`config.mk`:
```
export PLATFORM = sky130hd
export DESIGN_NAME = cms_front
export DESIGN_NICKNAME = d
export VERILOG_FILES = /design/src/design/cms_pkg.sv /design/src/design/cms_front.sv
export SDC_FILE = /design/constraint.sdc
export NUM_CORES = 1
export LEC_CHECK = 0
export BUFFER_PORTS_ARGS = -buffer_cell sky130_fd_sc_hd__buf_2
export CORE_AREA = 2 2 145 147
export CTS_BUF_LIST = sky130_fd_sc_hd__clkbuf_4 sky130_fd_sc_hd__clkbuf_8 sky130_fd_sc_hd__clkbuf_16
export DETAILED_ROUTE_END_ITERATION = 16
export DIE_AREA = 0 0 147 149
export PLACE_DENSITY_LB_ADDON = 0.05
export REMOVE_ABC_BUFFERS = 1
export SLEW_MARGIN = 25
export SYNTH_ARGS = -nofsm -noshare
export SYNTH_HDL_FRONTEND = slang
export SYNTH_SLANG_ARGS = --single-unit
export TNS_END_PERCENT = 50
```
`constraint.sdc`:
```
create_clock -name clk -period 6.1 [get_ports clk]
set_input_delay 0.61 -clock clk [delete_from_list [all_inputs] [get_ports clk]]
set_output_delay 0.61 -clock clk [all_outputs]
set_load 0.1 [all_outputs]
```
`src/design/cms_pkg.sv`:
```
// ----------------------------------------------------------------------------
// cms_pkg
// Shared types, constants and hash helpers of the count-min sketch engine.
// ----------------------------------------------------------------------------
package cms_pkg;

    localparam int ROWS         = 4;
    localparam int COLUMNS      = 1024;
    localparam int COUNTER_BITS = 32;
    localparam int KEY_BYTES    = 13;
    localparam int DEPTH        = ROWS * COLUMNS;
    localparam int ADDR_W       = $clog2(DEPTH);
    localparam int COL_W        = $clog2(COLUMNS);
    localparam int ROW_W        = (ROWS > 1) ? $clog2(ROWS) : 1;
    localparam int QUEUE_DEPTH  = 2;

    localparam logic [63:0] SPOOKY_CONST = 64'hdeadbeefdeadbeef;

    typedef enum logic [1:0] {
        MODE_UPDATE = 2'd0,
        MODE_QUERY  = 2'd1,
        MODE_CLEAR  = 2'd2,
        MODE_NONE   = 2'd3
    } mode_t;

    typedef enum logic [2:0] {
        CFG_ROWS  = 3'd0,
        CFG_COLS  = 3'd1,
        CFG_SEED0 = 3'd2,
        CFG_SEED1 = 3'd3,
        CFG_SEED2 = 3'd4,
        CFG_SEED3 = 3'd5
    } cfg_idx_t;

    // Classified request passed from front to back
    typedef struct packed {
        mode_t        mode;
        logic [103:0] key;
    } req_t;

    function automatic logic [63:0] rotl(input logic [63:0] x, input int k);
        rotl = (x << k) | (x >> (64 - k));
    endfunction

endpackage

```
`src/design/cms_front.sv`:
```
// ----------------------------------------------------------------------------
// cms_front
// Accepts input requests, packs the key and holds them in a short queue.
// ----------------------------------------------------------------------------
module cms_front (
    input  logic          clk,
    input  logic          rst_n,
    input  logic          s_valid,
    output logic          s_ready,
    input  logic [1:0]    s_mode,
    input  logic [103:0]  s_key,
    output logic          q_valid,
    input  logic          q_ready,
    output cms_pkg::req_t q_req
);

    localparam int PW = $clog2(cms_pkg::QUEUE_DEPTH);

    cms_pkg::req_t    slot_reg [cms_pkg::QUEUE_DEPTH];
    logic [PW-1:0]    wp_reg, rp_reg;
    logic [PW:0]      cnt_reg;
    logic             push, pop;

    assign s_ready = (cnt_reg != (PW+1)'(cms_pkg::QUEUE_DEPTH));
    assign q_valid = (cnt_reg != '0);
    assign q_req   = slot_reg[rp_reg];
    assign push    = s_valid && s_ready;
    assign pop     = q_valid && q_ready;

    // Store the classified request
    always_ff @(posedge clk)
    begin
        if (push)
        begin
            slot_reg[wp_reg].mode <= cms_pkg::mode_t'(s_mode);
            slot_reg[wp_reg].key  <= s_key;
        end
    end

    // Advance queue pointers
    always_ff @(posedge clk or negedge rst_n)
    begin
        if (!rst_n)
        begin
            wp_reg  <= '0;
            rp_reg  <= '0;
            cnt_reg <= '0;
        end
        else
        begin
            if (push)
            begin
                wp_reg <= wp_reg + PW'(1);
            end
            if (pop)
            begin
                rp_reg <= rp_reg + PW'(1);
            end
            cnt_reg <= cnt_reg + (PW+1)'(push) - (PW+1)'(pop);
        end
    end

    a_cnt_bound: assert property (@(posedge clk) disable iff (!rst_n)
        cnt_reg <= (PW+1)'(cms_pkg::QUEUE_DEPTH))
        else $error("queue overfilled");
    a_no_push_full: assert property (@(posedge clk) disable iff (!rst_n)
        (cnt_reg == (PW+1)'(cms_pkg::QUEUE_DEPTH)) |-> !push)
        else $error("push into full queue");
    a_pop_count: assert property (@(posedge clk) disable iff (!rst_n)
        (pop && !push) |=> (cnt_reg == $past(cnt_reg) - (PW+1)'(1)))
        else $error("pop miscounted");

endmodule

```
==> run metrics, run 1 <==
status=completed; hold depth=1; number of synthesized flops with an enable pin=~210; flop2flop setup slack=around 3.6 ns; port bufs=approximately 220; Boundary Pins=between 200 and 250; GRT overflow=0; Reg2Reg Depth=3; FFs w/ async S/R, synth=under 10%; First DRT Iteration DRCs=180; final net count=701; GRT busiest layer=met2; Critical Path Sink=q_req[23]; Antenna Nets Post-Route=0; CTS resizes=0; YS warnings=0; vias in the first global route=roughly 4,300; crit path from=rp_reg; FF-to-FF End=slot_reg[1][0]; H-tree Lvls=1; Slew headroom=between 40 and 50%; Worst Tran Pin Value=0.759 ns; flops & latches, synth=around 220; worst min path class=in2reg; CTS clk-pin slew, worst paths=0.06 ns; Max Slew Vio Count=0; Worst EP arrival=approximately 2.3 ns; sequential share of the synthesized area=approximately 81%; Core Region=approximately 20,000 sq um; largest area contributor in the netlist=edfxtp_1; Initial DRT Pass Iterations=4; later-pin clock latency in the skew report=between 0.5 and 0.6 ns; routed vias=slightly above 4,000; Post-synth top cells=edfxtp_1, mux2_2, mux2_4, buf_2, buf_6; Initial Util=between 30% and 40%; startpoint types=register; GR met2 Demand/Resource=a little under a quarter; part of the cycle the worst path needs=about 48%; routing usage on met3=under 10%; initial antenna violation count=4; area grow syn2layout=27.8%; Primary FF master, synth=edfxtp_1; Reg area=approximately 6500 sq um; fill cell count=between 1,500 and 2,000; placer congestion estimate=between 0.7 and 0.8; FP Rows=53; Max Freq=343 MHz; WS Path Type=reg2out; Setup crit end kind=output port; Setup-failing EPs final=0; clock sink count=roughly 220; Critical R2R Launch=cnt_reg[0]; worst hold slack=0.288 ns; clk_skew=between 0.015 and 0.02 ns; Num CTS Buffers=24; synthesized area per cell=22.7 sq um; max_cap viols=0; Syn Inst Count=between 300 and 400; area of the multi-input gates=~1400 sq um; CTS tree=built; share of layout cells above drive strength 1=between 60% and 70%; post-DR wirelength/cell=17.5 um; largest net degree at the start of global routing=55; Die Ht=149 um; dpl hpwl=10.1 mm; die width=roughly 150 um; GRT Util Overall=a little over an eighth; vias per inst=roughly 4.6; Hold Violations, Final=0; RSZ-0062 raised after global routing=false; top-count cell post-synth=edfxtp_1; clock period minus final worst setup slack=between 2 and 3 ns; critical path fanouts, max=34; WL final=~15 mm; Post-Syn Area=between 7000 and 8000 sq um; max reg flops=around 210; die area=about 22,000 sq um; top cell type's share of synthesized area=around four fifths; clock root buffer=clkbuf_16; first-pass GRT wire length=between 20 and 25 mm; GR Layer Usage met1=between 10% and 20%; CP required=~5.5 ns; Bufs on Longest Clock Path=3; synth top area cells=edfxtp_1, mux2_2, mux2_4, dfrtp_1, buf_6; Post-route DRC=0; Unique masters post-synth=19
-- critical path: stages, from the launching register on --
cell and delay [ns]:
dfrtp_4 0.58, buf_12 0.27, buf_12 0.25, mux2_2 0.39, buf_2 0.30
-- through the flow --
stage	std cells	TNS (ns)	cell area (sq um)	setup slack [ns]	utilization [%]
after global routing	883	0	10200	3.08	49.6
after CTS	882	0	10200	3.11	49.6
after detailed placement	838	0	9410	3.40	45.8
after floorplan	340	-37.67	7890	-0.355	-
after global placement	836	0	9370	2.97	45.6
final	885	0	10200	3.19	49.6
-- kinds of logic after synthesis --
logic type	share of synthesized area [%]
adder cells (fa/ha/maj)	0.157
flip-flops	81.0
XOR/XNOR	0.329
buffers and inverters	1.14
AND/OR/NAND/NOR	0.611
AO/OA/AOI/OAI	0.392
multiplexers	16.4
-- layout by cell type, fill, tap and decap left out, types with 2 or more instances in the layout --
| cell type | Yosys | routed |
|---|---|---|
| buf_2 | 7 | 217 |
| edfxtp_1 | 212 | 212 |
| mux2_2 | 76 | 76 |
| mux2_4 | 30 | 30 |
| clkbuf_16 | 0 | 25 |
| clkbuf_4 | 0 | 7 |
| clkinv_1 | 0 | 6 |
| buf_4 | 0 | 4 |
| diode_2 | 0 | 3 |
| xnor2_1 | 3 | 3 |
| clkinv_2 | 0 | 3 |
| dfrtp_1 | 4 | 3 |
| nor2_1 | 3 | 2 |
| nand2_1 | 2 | 2 |
| bufinv_16 | 0 | 2 |
| buf_12 | 0 | 2 |
-- layer usage --
metal | wire length, um | share of wire, % | vias up
met4 | 533 | 3.4 | 0
met3 | 1130 | 7.3 | 33
met1 | 6120 | 40 | 1990
li1 | - | - | 1892
met5 | 0 | 0 | -
met2 | 7680 | 50 | 140
-- what timing repair did --
item                                    4_1_cts  5_1_grt
buffers inserted                              0        0
hold endpoints to repair                      4        0
hold buffers                                  1        0
endpoints found under the setup margin        0        0
-- cell type report --
class                   instances  area share (%)
multi-input cells             124            14.1
flip-flops and latches        216            63.4
clock buffers                  32            6.65
clock inverters                11           0.957
well taps                     275            3.37
repair buffers                224            11.4
diodes                          3          0.0736
-- worst min-delay path by stage --
stage | from | end | slack, ns
final | s_key[9] | slot_reg[0][9] | 0.29
after global routing | s_key[94] | slot_reg[0][94] | 0.27
after CTS | s_key[9] | slot_reg[0][9] | 0.26
after detailed placement | rst_n | cnt_reg[0] | 0.42
after global placement | rst_n | cnt_reg[0] | 0.42
after floorplan | rst_n | cnt_reg[0] | 0.31
Power of run 1 is not shown: default switching activity piles up to over one toggle a cycle in this logic, so the estimate is an artifact.
==> inputs of run 2 (changes only) <==
--- a/config.mk
+++ b/config.mk
@@ -5,11 +5,12 @@
 export SDC_FILE = /design/constraint.sdc
 export NUM_CORES = 1
 export LEC_CHECK = 0
+export ABC_AREA = 1
 export BUFFER_PORTS_ARGS = -buffer_cell sky130_fd_sc_hd__buf_2
-export CORE_AREA = 2 2 145 147
+export CORE_AREA = 2 2 144 146
 export CTS_BUF_LIST = sky130_fd_sc_hd__clkbuf_4 sky130_fd_sc_hd__clkbuf_8 sky130_fd_sc_hd__clkbuf_16
 export DETAILED_ROUTE_END_ITERATION = 16
-export DIE_AREA = 0 0 147 149
+export DIE_AREA = 0 0 146 148
 export PLACE_DENSITY_LB_ADDON = 0.05
 export REMOVE_ABC_BUFFERS = 1
 export SLEW_MARGIN = 25
==> constraint.sdc (replaced) <==
create_clock -name clk -period 2.4 [get_ports clk]
set_input_delay 0.24 -clock clk [delete_from_list [all_inputs] [get_ports clk]]
set_output_delay 0.24 -clock clk [all_outputs]
set_load 0.1 [all_outputs]
==> run 2 against run 1 <==
  * Wire length is 17% higher
  * First-iteration DRC count is 48% higher
  * Flip-flop and latch count unchanged
  * Final cell count increased by 36%
  * Clock skew down 0.0070 ns
  * Clock-buffer cell count is 6 lower
  * Global-route usage rose by 2.7 points
==> run metrics, run 2 <==
placer congestion estimate=a little over 0.7; Initial DRT Pass Iterations=6; Slew headroom=roughly 64%; CTS tree=built; H-tree Lvls=1; Core Region=around 20,000 sq um; postcts setup bufs=0; Initial Util=between 30% and 40%; Antenna Nets Post-Route=0; clock sink count=around 220; GR Layer Usage met1=about a fifth; Placement Setup Slack=0.626 ns; first-pass GRT wire length=about 28 mm; Hold Violations, Final=0; sequential share of the synthesized area=between 80% and 90%; Post-synth top cells=nand2_1, edfxtp_1, buf_2, inv_1; Setup-failing EPs final=0; worst min path class=in2reg; Num CTS Buffers=23; number of synthesized flops with an enable pin=212; port bufs=between 200 and 250; WL final=~18 mm; top-count cell post-synth=nand2_1; # diodes=0; status=completed; Unique masters post-synth=14; final setup TNS=0 ns; Post-route DRC=0; clock period minus final worst setup slack=2.17 ns; WS Path Type=reg2out; vias in the first global route=between 5,000 and 6,000; worst hold start=s_valid; critical path fanouts, max=49; YS warnings=0; area grow syn2layout=61.6%; Final WS setup=0.230 ns; Syn Inst Count=between 500 and 600; dpl hpwl=10.9 mm; GRT busiest layer=met2; Setup crit end kind=output port; FFs w/ async S/R, synth=approximately 1.9%; Critical R2R Launch=cnt_reg[1]; GRT Util Overall=16.4%; placed instance count=1,056; max reg flops=212; commonest non-fill, non-tap cell in the layout=nand2_1; fin cells=approximately 1,200; critical-path cell list=inv_4, buf_12, nand2_1, nand2_1, buf_12; clk_skew=roughly 0.013 ns; synth top area cells=edfxtp_1, nand2_1, dfrtp_1, buf_2, buf_6; Max Freq=461 MHz; Worst EP arrival=approximately 1.9 ns; CTS resizes=0; Max Slew Vio Count=0; Worst Tran Pin Value=roughly 0.53 ns; GRT overflow=0; final net count=between 1,000 and 1,500; clock root buffer=clkbuf_16; routing usage on met3=3.80%; Die Ht=about 150 um; FP Rows=52; die width=~150 um; slowest stage delay, CP=approximately 0.5 ns; CTS clk-pin slew, worst paths=~0.06 ns; die area=about 22,000 sq um; largest net degree at the start of global routing=about 110; top cell type's share of synthesized area=between 80 and 90%; RSZ-0062 raised after global routing=false; flops & latches, synth=216; most frequent cells in the layout=nand2_1, edfxtp_1, buf_2, buf_12, dlygate4sd3_1; vias per inst=between 4 and 5; CP required=approximately 2.2 ns; post-DR wirelength/cell=15.0 um; initial antenna violation count=0; area of the multi-input gates=about 1300 sq um; Boundary Pins=218; part of the cycle the worst path needs=roughly 90%; synthesized area per cell=around 14 sq um; largest area contributor in the netlist=edfxtp_1; worst hold slack=between 0.04 and 0.05 ns; Worst path slowest cell=dfrtp_4; max_cap viols=0; routed vias=roughly 5,300; startpoint types=register; crit path from=rp_reg; GR met2 Demand/Resource=a little under 30%; hold buffer count at CTS=around 110; Primary FF master, synth=edfxtp_1; Bufs on Longest Clock Path=3; share of layout cells above drive strength 1=between 20 and 30%; Post-Syn Area=7940 sq um; Reg area=between 6000 and 7000 sq um; fill cell count=~1,500; First DRT Iteration DRCs=approximately 270; later-pin clock latency in the skew report=approximately 0.5 ns
## run 2: changes by cell type in the layout (fill, tap and decap cells not counted), sizes merged, moves of 2 or more
| cell | change |
|---|---|
| mux2 | -106 |
| bufinv | +4 |
| nor2 | +2 |
| clkbuf | -6 |
| dlygate4sd3 | +106 |
| xnor2 | -3 |
| diode | -3 |
| inv | +8 |
| nand2 | +325 |
## run 2: kinds of logic after synthesis
family | after synthesis | synth area share (%)
AND/OR/NAND/NOR | 334 | 15.8
flip-flops | 216 | 81.4
buffers and inverters | 31 | 2.35
AO/OA/AOI/OAI | 2 | 0.126
XOR/XNOR | 1 | 0.110
adder cells (fa/ha/maj) | 1 | 0.158
## run 2: routing by layer
layer	up-vias	routed length [um]
met4	0	321
met5	-	0
met2	166	9110
met1	2464	7520
met3	24	1100
li1	2637	-
## run 2: through the flow
stage | cell area [sq um] | util, %
6_report | 12800 | 64.0
5_1_grt | 12800 | 64.0
4_1_cts | 12800 | 64.0
3_5_place_dp | 10900 | 54.6
3_3_place_gp | 10900 | 54.6
2_1_floorplan | 7790 | -
## run 2: worst paths after layout
check                                   to  cells after the start  slack [ns]
hold reg to reg                 cnt_reg[0]                      1        0.56
hold / removal                      wp_reg                      3        0.04
min in group asynchronous       cnt_reg[1]                      2        0.10
setup reg to reg           slot_reg[0][19]                      4        0.61
max in group asynchronous           rp_reg                      2        2.16
setup / recovery                 q_req[53]                      5        0.23
## run 2: area by class of cell
cell class / instances / area share [%]
sequential: 216 / 50.4
timing repair buffer: 331 / 30.1
multi-input combinational: 338 / 10.2
clock buffer: 26 / 4.66
tap: 270 / 2.63
clock inverter: 15 / 1.76
inverter: 8 / 0.254
## run 2: worst max-delay path: cells and delay by family (launching register included)
family	cells	cell delay [ns]
AND/OR/NAND/NOR	2	0.22
buffers and inverters	3	0.69
flip-flops	1	0.50
Power of run 2 is left out for the same reason.
